[config.mk]
export PLATFORM = sky130hd
export DESIGN_NAME = sensor_minmax_calibrate_normalize_core_flat
export DESIGN_NICKNAME = d
export VERILOG_FILES = /design/src/rtl/core/smcn_pkg.sv /design/src/rtl/core/smcn_if.sv /design/src/rtl/core/sensor_minmax_calibrate_normalize_core.sv /design/src/rtl/core/smcn_lane.sv /design/src/flat_wrapper.sv
export SDC_FILE = /design/constraint.sdc
export NUM_CORES = 2
export LEC_CHECK = 0
export BUFFER_PORTS_ARGS = -buffer_cell sky130_fd_sc_hd__buf_2
export CORE_UTILIZATION = 58
export CTS_CLUSTER_DIAMETER = 120
export DETAILED_ROUTE_END_ITERATION = 6
export GPL_ROUTABILITY_DRIVEN = 0
export PLACE_DENSITY = 0.83
export SETUP_SLACK_MARGIN = 0.4
export SYNTH_ARGS = -nofsm -noshare
export SYNTH_HDL_FRONTEND = slang
export SYNTH_SLANG_ARGS = --single-unit
[constraint.sdc]
create_clock -name clk -period 5.8 [get_ports clk]
set_input_delay 0.29 -clock clk [delete_from_list [all_inputs] [get_ports clk]]
set_output_delay 0.29 -clock clk [all_outputs]
set_load 0.02 [all_outputs]
[src/rtl/core/smcn_pkg.sv]
// Shared types and constants for the sensor min/max calibrate and normalise core
package smcn_pkg;

    localparam int RAW_W  = 10;
    localparam int NORM_W = 10;
    localparam int KIND_W = 2;
    localparam int CNT_W  = 4;
    localparam int DIFF_W = 16;
    localparam int NUM_W  = 21;
    localparam logic [NORM_W-1:0] NORM_TOP = 10'd1000;
    localparam logic [RAW_W-1:0]  FULL_SCALE_RESET = 10'd1023;

    typedef enum logic [KIND_W-1:0] {
        KIND_CAL_RESET = 2'd0,
        KIND_CAL_READ  = 2'd1,
        KIND_NORMALISE = 2'd2,
        KIND_IGNORE    = 2'd3
    } kind_t;

    typedef enum logic [1:0] {
        ST_IDLE,
        ST_DIV,
        ST_OUT
    } state_t;

    // Control from the top level to every lane
    typedef struct packed {
        logic cal_reset;
        logic cal_read;
        logic first_read;
        logic last_read;
        logic div_start;
    } lane_ctrl_t;

endpackage

[src/rtl/core/smcn_if.sv]
// Valid/ready stream interface carrying one payload
interface smcn_if #(
    parameter int W = 8
);
    logic         valid;
    logic         ready;
    logic [W-1:0] data;

    modport source (output valid, output data, input ready);
    modport sink   (input valid, input data, output ready);
endinterface

[src/rtl/core/sensor_minmax_calibrate_normalize_core.sv]
// Top level: handshakes, pass sequencing, lane array and result register
// Six lanes, one per sensor channel, each keeps its own calibration marks
// and divides (raw - low) * 1000 by (high - low) mod 65536 with a radix-2
// restoring divider. A normalise transaction runs from acceptance through
// set-up and a 21-bit quotient to the result register; calibration
// transactions finish on acceptance. One transaction is handled at a time;
// a new one is accepted when the result register has been emptied.
// full_scale should be written only while the core is idle.
module sensor_minmax_calibrate_normalize_core
    import smcn_pkg::*;
#(
    parameter int CHANNELS = 6,
    parameter int READINGS_PER_PASS = 10
)
(
    input logic clk,
    input logic rst_n,
    smcn_if.sink   cfg,
    smcn_if.sink   in_ch,
    smcn_if.source out_ch
);

    localparam int CW = $clog2(NUM_W + 1);

    state_t            state_reg, state_next;
    logic [CW-1:0]     step_reg;
    logic [CNT_W-1:0]  count_reg;
    logic [RAW_W-1:0]  fs_reg;
    logic [RAW_W-1:0]  raw_ch [CHANNELS];
    logic [NORM_W-1:0] norm [CHANNELS];
    logic [NORM_W-1:0] res_reg [CHANNELS];
    lane_ctrl_t        ctrl;
    logic              accept;
    kind_t             kind;

    assign cfg.ready   = 1'b1;
    assign in_ch.ready = (state_reg == ST_IDLE);
    assign out_ch.valid = (state_reg == ST_OUT);
    assign accept = in_ch.valid && in_ch.ready;
    assign kind = kind_t'(in_ch.data[KIND_W-1:0]);

    // Lane control
    always_comb
    begin
        ctrl.cal_reset  = accept && kind == KIND_CAL_RESET;
        ctrl.cal_read   = accept && kind == KIND_CAL_READ;
        ctrl.first_read = (count_reg == '0);
        ctrl.last_read  = (count_reg == CNT_W'(READINGS_PER_PASS - 1));
        ctrl.div_start  = (state_reg == ST_IDLE);
    end

    // Configuration register
    always_ff @(posedge clk or negedge rst_n)
    begin
        if (!rst_n)
            fs_reg <= FULL_SCALE_RESET;
        else if (cfg.valid)
            fs_reg <= cfg.data[RAW_W-1:0];
    end

    // Pass counter
    always_ff @(posedge clk or negedge rst_n)
    begin
        if (!rst_n)
            count_reg <= '0;
        else if (ctrl.cal_read)
            count_reg <= ctrl.last_read ? '0 : count_reg + 1'b1;
    end

    // Sequencer
    always_ff @(posedge clk or negedge rst_n)
    begin
        if (!rst_n)
        begin
            state_reg <= ST_IDLE;
            step_reg  <= '0;
        end
        else
        begin
            state_reg <= state_next;
            step_reg  <= (state_reg == ST_DIV) ? step_reg + 1'b1 : '0;
        end
    end

    // step_reg counts the divider iterations already done
    always_comb
    begin
        state_next = state_reg;
        case (state_reg)
            ST_IDLE: if (accept && kind == KIND_NORMALISE) state_next = ST_DIV;
            ST_DIV:  if (step_reg == CW'(NUM_W)) state_next = ST_OUT;
            ST_OUT:  if (out_ch.ready) state_next = ST_IDLE;
            default: state_next = ST_IDLE;
        endcase
    end

    // Lanes and result merge
    for (genvar c = 0; c < CHANNELS; c++)
    begin : g_lane
        assign raw_ch[c] = in_ch.data[KIND_W + c*RAW_W +: RAW_W];

        smcn_lane u_lane (
            .clk        (clk),
            .rst_n      (rst_n),
            .ctrl       (ctrl),
            .raw        (raw_ch[c]),
            .full_scale (fs_reg),
            .norm       (norm[c])
        );

        always_ff @(posedge clk)
        begin
            if (state_reg == ST_DIV && step_reg == CW'(NUM_W))
                res_reg[c] <= norm[c];
        end

        assign out_ch.data[c*NORM_W +: NORM_W] = res_reg[c];
    end

endmodule

[src/rtl/core/smcn_lane.sv]
// One channel lane: pass extremes, calibration marks and a radix-2 divider
module smcn_lane
    import smcn_pkg::*;
(
    input  logic              clk,
    input  logic              rst_n,
    input  lane_ctrl_t        ctrl,
    input  logic [RAW_W-1:0]  raw,
    input  logic [RAW_W-1:0]  full_scale,
    output logic [NORM_W-1:0] norm
);

    logic [RAW_W-1:0] low_reg, high_reg;
    logic [RAW_W-1:0] pass_lo_reg, pass_hi_reg;
    logic [RAW_W-1:0] pass_lo_next, pass_hi_next;
    logic [RAW_W-1:0] cap;
    logic [NUM_W-1:0] quot_reg;
    logic [DIFF_W:0]  rem_reg;
    logic [DIFF_W-1:0] div_reg;
    logic             zero_reg, neg_reg;
    logic [DIFF_W-1:0] diff;
    logic signed [RAW_W+1:0] delta;
    logic [NUM_W-1:0] num;
    logic [DIFF_W:0]  rem_shift;

    // Pass extremes including the current reading
    always_comb
    begin
        pass_lo_next = (ctrl.first_read || raw < pass_lo_reg) ? raw : pass_lo_reg;
        pass_hi_next = (ctrl.first_read || raw > pass_hi_reg) ? raw : pass_hi_reg;
        cap = (pass_hi_next < full_scale) ? pass_hi_next : full_scale;
    end

    always_ff @(posedge clk)
    begin
        if (ctrl.cal_read)
        begin
            pass_lo_reg <= pass_lo_next;
            pass_hi_reg <= pass_hi_next;
        end
    end

    // Calibration marks
    always_ff @(posedge clk or negedge rst_n)
    begin
        if (!rst_n)
        begin
            low_reg  <= FULL_SCALE_RESET;
            high_reg <= '0;
        end
        else if (ctrl.cal_reset)
        begin
            low_reg  <= full_scale;
            high_reg <= '0;
        end
        else if (ctrl.cal_read && ctrl.last_read)
        begin
            low_reg  <= cap;
            high_reg <= pass_lo_next;
        end
    end

    // Numerator and divisor set-up
    always_comb
    begin
        diff  = DIFF_W'({6'd0, high_reg} - {6'd0, low_reg});
        delta = $signed({2'b00, raw}) - $signed({2'b00, low_reg});
        num   = NUM_W'(delta[RAW_W-1:0]) * NUM_W'(NORM_TOP);
        rem_shift = {rem_reg[DIFF_W-1:0], quot_reg[NUM_W-1]};
    end

    // Restoring divider, one quotient bit a cycle
    always_ff @(posedge clk)
    begin
        if (ctrl.div_start)
        begin
            quot_reg <= num;
            rem_reg  <= '0;
            div_reg  <= diff;
            zero_reg <= (diff == '0);
            neg_reg  <= delta[RAW_W+1];
        end
        else if (rem_shift >= {1'b0, div_reg})
        begin
            rem_reg  <= rem_shift - {1'b0, div_reg};
            quot_reg <= {quot_reg[NUM_W-2:0], 1'b1};
        end
        else
        begin
            rem_reg  <= rem_shift;
            quot_reg <= {quot_reg[NUM_W-2:0], 1'b0};
        end
    end

    // Clamp to 0..1000
    always_comb
    begin
        if (zero_reg || neg_reg)
            norm = '0;
        else if (quot_reg > NUM_W'(NORM_TOP))
            norm = NORM_TOP;
        else
            norm = quot_reg[NORM_W-1:0];
    end

endmodule

[src/flat_wrapper.sv]
// flat-port wrapper written by rule: the top's interface ports become plain ports
module sensor_minmax_calibrate_normalize_core_flat import smcn_pkg::*;
#(
    parameter int CHANNELS = 6,
    parameter int READINGS_PER_PASS = 10
)
  (clk, rst_n, cfg_valid, cfg_data, cfg_ready, in_ch_valid, in_ch_data, in_ch_ready, out_ch_valid, out_ch_data, out_ch_ready);
  smcn_if #(.W(RAW_W)) cfg_i ();
  smcn_if #(.W((KIND_W + (6) * RAW_W))) in_ch_i ();
  smcn_if #(.W(((6) * NORM_W))) out_ch_i ();
  input logic clk;
  input logic rst_n;
  input wire logic [$bits(cfg_i.valid)-1:0] cfg_valid;
  input wire logic [$bits(cfg_i.data)-1:0] cfg_data;
  output wire logic [$bits(cfg_i.ready)-1:0] cfg_ready;
  input wire logic [$bits(in_ch_i.valid)-1:0] in_ch_valid;
  input wire logic [$bits(in_ch_i.data)-1:0] in_ch_data;
  output wire logic [$bits(in_ch_i.ready)-1:0] in_ch_ready;
  output wire logic [$bits(out_ch_i.valid)-1:0] out_ch_valid;
  output wire logic [$bits(out_ch_i.data)-1:0] out_ch_data;
  input wire logic [$bits(out_ch_i.ready)-1:0] out_ch_ready;
  assign cfg_i.valid = cfg_valid;
  assign cfg_i.data = cfg_data;
  assign cfg_ready = cfg_i.ready;
  assign in_ch_i.valid = in_ch_valid;
  assign in_ch_i.data = in_ch_data;
  assign in_ch_ready = in_ch_i.ready;
  assign out_ch_valid = out_ch_i.valid;
  assign out_ch_data = out_ch_i.data;
  assign out_ch_i.ready = out_ch_ready;
  sensor_minmax_calibrate_normalize_core #(.CHANNELS(CHANNELS), .READINGS_PER_PASS(READINGS_PER_PASS)) u_core (.clk(clk), .rst_n(rst_n), .cfg(cfg_i), .in_ch(in_ch_i), .out_ch(out_ch_i));
endmodule
; ---- Word-level counts from Yosys, hierarchy flattened
; Memories as Yosys holds them, arrays and structs flattened.
; Cells that the tools add are included.
[word_totals]
out_inout_bits = 63
mem_bits_rw = 60
elab_cells = 245
mem_count = 1
inputBits = 77
regBits = 591
[memory_table]
columns = name, depth, word_bits, rd, rd_ports_with_merged_regs, write_ports, line
row1 = u_core.res_reg, 6, 10, 6, 0, 6, sensor_minmax_calibrate_normalize_core.sv:31  ; logic [NORM_W-1:0] res_reg [CHANNELS];
[classes]
muxes = 80
n_lt_le_gt_ge = 30
eq_ne = 9
n_reduce_logical = 35
multipliers = 6
add_sub_neg = 20
[ops]
columns = operator, n
row1 = 10-bit two-way mux, 54
row2 = 10-bit by 10-bit subtractor with 11-bit output, 12
row3 = "21-bit by 10-bit greater-than comparator with 1-bit output, second input constant", 6
row4 = 10-bit less-than comparator, 12
row5 = 20-bit two-way mux, 6
row6 = 17-bit by 16-bit >= comparator with 1-bit output, 6
row7 = "10-bit by 7-bit multiplier with 17-bit output, second input constant", 6
row8 = 16-bit logical NOT, 6
row9 = 16-bit two-way mux, 6
row10 = 16-bit subtractor, 6
row11 = 10-bit greater-than comparator, 6
row12 = 1-bit logical OR, 18
row13 = 1-bit two-way mux, 8
row14 = 1-bit logical AND, 6
row15 = 2-bit two-way mux, 3
row16 = 2-bit case mux with 3 select lines, 1
row17 = "5-bit by 1-bit adder with 5-bit output, second input constant", 1
row18 = "5-bit equality test, second input constant", 1
row19 = 5-bit two-way mux, 1
row20 = "4-bit by 1-bit adder with 4-bit output, second input constant", 1
row21 = "2-bit by 1-bit equality test with 1-bit output, second input constant", 2
row22 = "2-bit equality test, second input constant", 2
row23 = "4-bit equality test, second input constant", 1
row24 = 2-bit logical NOT, 2
row25 = 6 further kinds, 7

; ---- Longest topological paths before layout
[logic_depth]
word_depth = 7
mapped_depth = 25
mapped_depth_nobuf = 25

; ---- Modules after synthesis
; A second synthesis with hierarchy kept.
[unflattened]
cells_unflattened = 4804
area_unflattened_um2 = 47526.8
[modules_own_cells]
columns = mod, area_per_inst_um2, seq_area_each_um2, instances, cells_each
row1 = smcn_lane (u_core.g_lane[3].u_lane ...), 7528.5, 2244.7, 2, 794
row2 = smcn_lane (u_core.g_lane[0].u_lane), 7544.7, 2244.7, 1, 801
row3 = smcn_lane (u_core.g_lane[5].u_lane), 7519.7, 2244.7, 1, 762
row4 = smcn_lane (u_core.g_lane[1].u_lane), 7323.3, 2244.7, 1, 755
row5 = smcn_lane (u_core.g_lane[2].u_lane), 7314.5, 2244.7, 1, 761
row6 = sensor_minmax_calibrate_normalize_core, 2767.7, 2339.7, 1, 137

; ---- Worst setup path after synthesis
; No wires, ideal clock.
[synth_timing]
path_type = register -> register
from = reg u_core.g_lane[0].u_lane.low_reg[0]
to = reg u_core.g_lane[0].u_lane.quot_reg[18]
setup_time_ns = 0.130
period_less_slack_ns = 5.853
slack_ns = -0.053
t_required_ns = 5.670
n_path_buf = 0
stages_incl_launch_ff = 24
arrival_ns = 5.722
cell_sequence = dfstp_2 ha_1 inv_1 fa_1 a21o_1 a21oi_1 o21ai_0 a21oi_1 o21bai_1 a21oi_1 xnor2_1 inv_1 fa_1 fa_1 inv_1 fa_1 ha_1 ha_1 and3_1 a21oi_1 o21ai_0 o41ai_1 xor2_1 o21ai_0
[synth_between]
elab_chain_cells = 3
[synth_lines]
columns = element, line
row1 = "start, declared", smcn_lane.sv:13  ; logic [RAW_W-1:0] low_reg, high_reg;
row2 = "start signal, assigned", smcn_lane.sv:53  ; low_reg <= full_scale;
row3 = "start signal, assigned", smcn_lane.sv:58  ; low_reg <= cap;
row4 = 10-bit by 10-bit subtractor with 11-bit output, smcn_lane.sv:67  ; delta = $signed({2'b00, raw}) - $signed({2'b00, low_reg});
row5 = 10-bit by 7-bit multiplier with 17-bit output, smcn_lane.sv:68  ; num = NUM_W'(delta[RAW_W-1:0]) * NUM_W'(NORM_TOP);
row6 = 20-bit two-way mux, smcn_lane.sv:75  ; if (ctrl.div_start)
row7 = "end signal, assigned", smcn_lane.sv:77  ; quot_reg <= num;
row8 = "end signal, assigned", smcn_lane.sv:86  ; quot_reg <= {quot_reg[NUM_W-2:0], 1'b1};
row9 = "end signal, assigned", smcn_lane.sv:91  ; quot_reg <= {quot_reg[NUM_W-2:0], 1'b0};
row10 = "end, declared", smcn_lane.sv:17  ; logic [NUM_W-1:0] quot_reg;
; Every way passes these cells.
; A chain may end at the register's enable or synchronous reset.

; ---- Worst setup path after layout
[layout_timing]
from = reg u_core.g_lane[0].u_lane.low_reg[0]
to = reg u_core.g_lane[0].u_lane.quot_reg[19]
; The elaborated chain is that of the path after synthesis.

==> impl_metrics.ini <==
[floorplanning]
die_height_um = 287
die_area_um2 = 82200
num_io_pins = 140
die_w_um = 287
start_util = 0.585
rows = 104
coreArea_um2 = 80400

[clock_tree]
cts_buffers = 73
clk_pin_slew_ps = 60
cts_tree = yes
cts_root_buf = clkbuf_16
htreeDepth = 3
clockBufferDepth = 3
clock_latency_ps = 640
clock_sinks = 621

[timing]
finalClockSkew_ps = 34.0
hold_slack_ps = 27.2
finalWorstSetupSlack_ps = 197
rsz0062_at_grt = true
max_freq_ghz = 0.178
period_share = 0.966
relSlewSlack = 0.188
final-setup-viol-count = 0
finalMaxSlewViolations = 0
tns_ps = 0
period_minus_slack_ps = 5600
hold_violations = 0
worstMarginPinSlew_ps = 1220

[detailed_routing]
dr.pass1.iters = 7
drt_wl_total_mm = 125
drc = 2
wl_met1_mm = 49.8
drtIter0Drc = 2932
wl_per_cell_um = 19.7
wl_met3_mm = 8.38
top_layer = met5
ant_nets = 0
wl_met2_mm = 60.7
vias_per_cell = 6.02
vias = 38306

[logic_synthesis]
synth_edf_count = 258
synth_warnings = 0
synth_top_area_cell = ha_1
synth_ff_type = edfxtp_1
async_flop_share = 0.227
yosysUniqueCellTypes = 94
ys_seq_elements = 621
synth.top_cells.by_count = inv_1 (686), ha_1 (632), nand2_1 (384), o21ai_0 (304), nor2_1 (273)
synthCells = 4935
syn_nets = 5818
ys_top_cells_by_area = ha_1 (17%), edfxtp_1 (16%), dfxtp_1 (9.5%)
synth.most_common_cell = inv_1
yosysSeqAreaShare = 0.336
syn-cell-area_um2 = 47000
avgSynthCellArea_um2 = 9.53
synth_top_area_frac = 0.168

[setup_path]
critPathArrivalTime_ps = 6060
crit_fanout = 5
required_ps = 6260
reg2reg_depth = 24
r2r_end = u_core.g_lane[0].u_lane.quot_reg[19]
critPathLaunch = u_core.g_lane[0].u_lane.low_reg[0]
crit_path_start_kind = flop
crit_path_end_kind = flop
worst-setup-path-type = reg -> reg
rr_startpoint = u_core.g_lane[0].u_lane.low_reg[0]
cp-endpoint = u_core.g_lane[0].u_lane.quot_reg[19]
r2r_slack_ps = 200

[layout]
largest_reg_flops = 126
multiInputGateArea_um2 = 30400
drive_gt1_frac = 0.179
layout.nets = 6111
fill_cells = 5575
area_growth_pct = 16.1
final_util = 0.679
regArea_um2 = 15800

[global_routing]
overflow = 0
grt_start_max_net_pins = 117
grt_pass1_wl_mm = 188
antenna_found_initial = 13
first_global_vias = 37359
grt_util_all_layers = 0.281

[placed_design]
post-place-ws_ps = -20.4
dpl.hpwl_mm = 82.6
port_buffers = 138

[worst_hold_path]
hold_path.class = in -> reg

[outcome]
violations = DRC
status = finished with violations

[job]
drv_cap = 0
[cells by family (layout without fill, tap and decap cells)]
group | count (synthesis) | after routing | synth area share
and+or+nand+nor | 1266 | 1266 | 0.130
AOI/OAI and AO/OA | 1053 | 1053 | 0.146
adders and majority gates | 806 | 806 | 0.242
buffers and inverters | 787 | 1138 | 0.0643
DFF | 621 | 621 | 0.336
xor gates and xnor gates | 241 | 241 | 0.0449
muxes | 160 | 160 | 0.0359
other | 1 | 16 | 0.0000798
[worst min-delay path by stage]
stage / cells past startpoint / from / endpoint
after CTS: 2 / in_ch_data[32] / u_core.g_lane[3].u_lane.pass_lo_reg[0]
after detailed placement: 1 / rst_n / u_core.g_lane[2].u_lane.high_reg[0]
after global routing: 3 / in_ch_data[29] / u_core.g_lane[2].u_lane.high_reg[7]
after global placement: 1 / rst_n / u_core.g_lane[2].u_lane.high_reg[7]
final: 3 / in_ch_data[29] / u_core.g_lane[2].u_lane.high_reg[7]
after floorplan: 0 / rst_n / u_core.count_reg[0]
[area by class of cell]
class                           instances  share of cell area
Antenna cell                           15            0.000688
Clock inverter                         30             0.00573
Inverter                              688              0.0475
Clock buffer                          103              0.0372
Sequential cell                       621               0.290
Tap cell                             1060              0.0243
Multi-Input combinational cell       3527               0.557
Timing Repair Buffer                  317              0.0384
[metal layers]
layer	global-route usage	vias to the layer above
met4	0.133	2
li1	-	17787
met5	0	-
met3	0.0376	447
met2	0.473	1565
met1	0.358	18505
[critical path, stage by stage (launching register included)]
cell	delay (ps)
dfstp_2	550
ha_4	130
inv_2	30
fa_2	340
a21o_1	180
a21oi_2	210
o21ai_2	100
a21oi_2	160
buf_4	170
xnor2_4	170
inv_2	100
xnor2_2	180
inv_1	90
fa_1	600
fa_1	460
fa_1	520
inv_1	60
ha_4	280
nor3_2	50
nor2_2	210
o41ai_4	170
o211ai_1	230
a31oi_1	150
xnor2_1	200
o21ai_0	110
[per-stage QoR]
stage | instances | cell area [um^2]
finish | 6361 | 54600
global route | 6358 | 54600
CTS | 6273 | 52900
detailed placement | 6083 | 49300
global placement | 6083 | 49300
floorplan | 4935 | 47300
[layout by cell type, fill, tap and decap left out, drive strengths merged, types with 70 or more instances in the layout]
cell / synthesis / layout
xor2: 89 / 89
edfxtp: 258 / 258
buf: 36 / 302
dfxtp: 222 / 222
a21o: 92 / 92
fa: 174 / 174
nor2b: 74 / 74
mux2i: 94 / 94
o21ai: 322 / 322
nand2: 384 / 384
nor2: 279 / 279
xnor2: 152 / 152
inv: 688 / 691
a21oi: 262 / 262
dfrtp: 71 / 71
ha: 632 / 632
dfstp: 70 / 70
clkbuf: 63 / 103
nand3: 112 / 112
nor3: 93 / 93
[what timing repair did]
action | 4_1_cts | 5_1_grt
hold endpoints to repair | 55 | 0
pin swaps | 100 | 194
gates resized for setup | 151 | 233
setup buffers | 42 | 73
hold buffers | 15 | 0
gates cloned | 0 | 0
setup endpoints to repair | 36 | 46
Power is not shown: default switching activity piles up to over one toggle a cycle in this logic, so the estimate is an artifact.
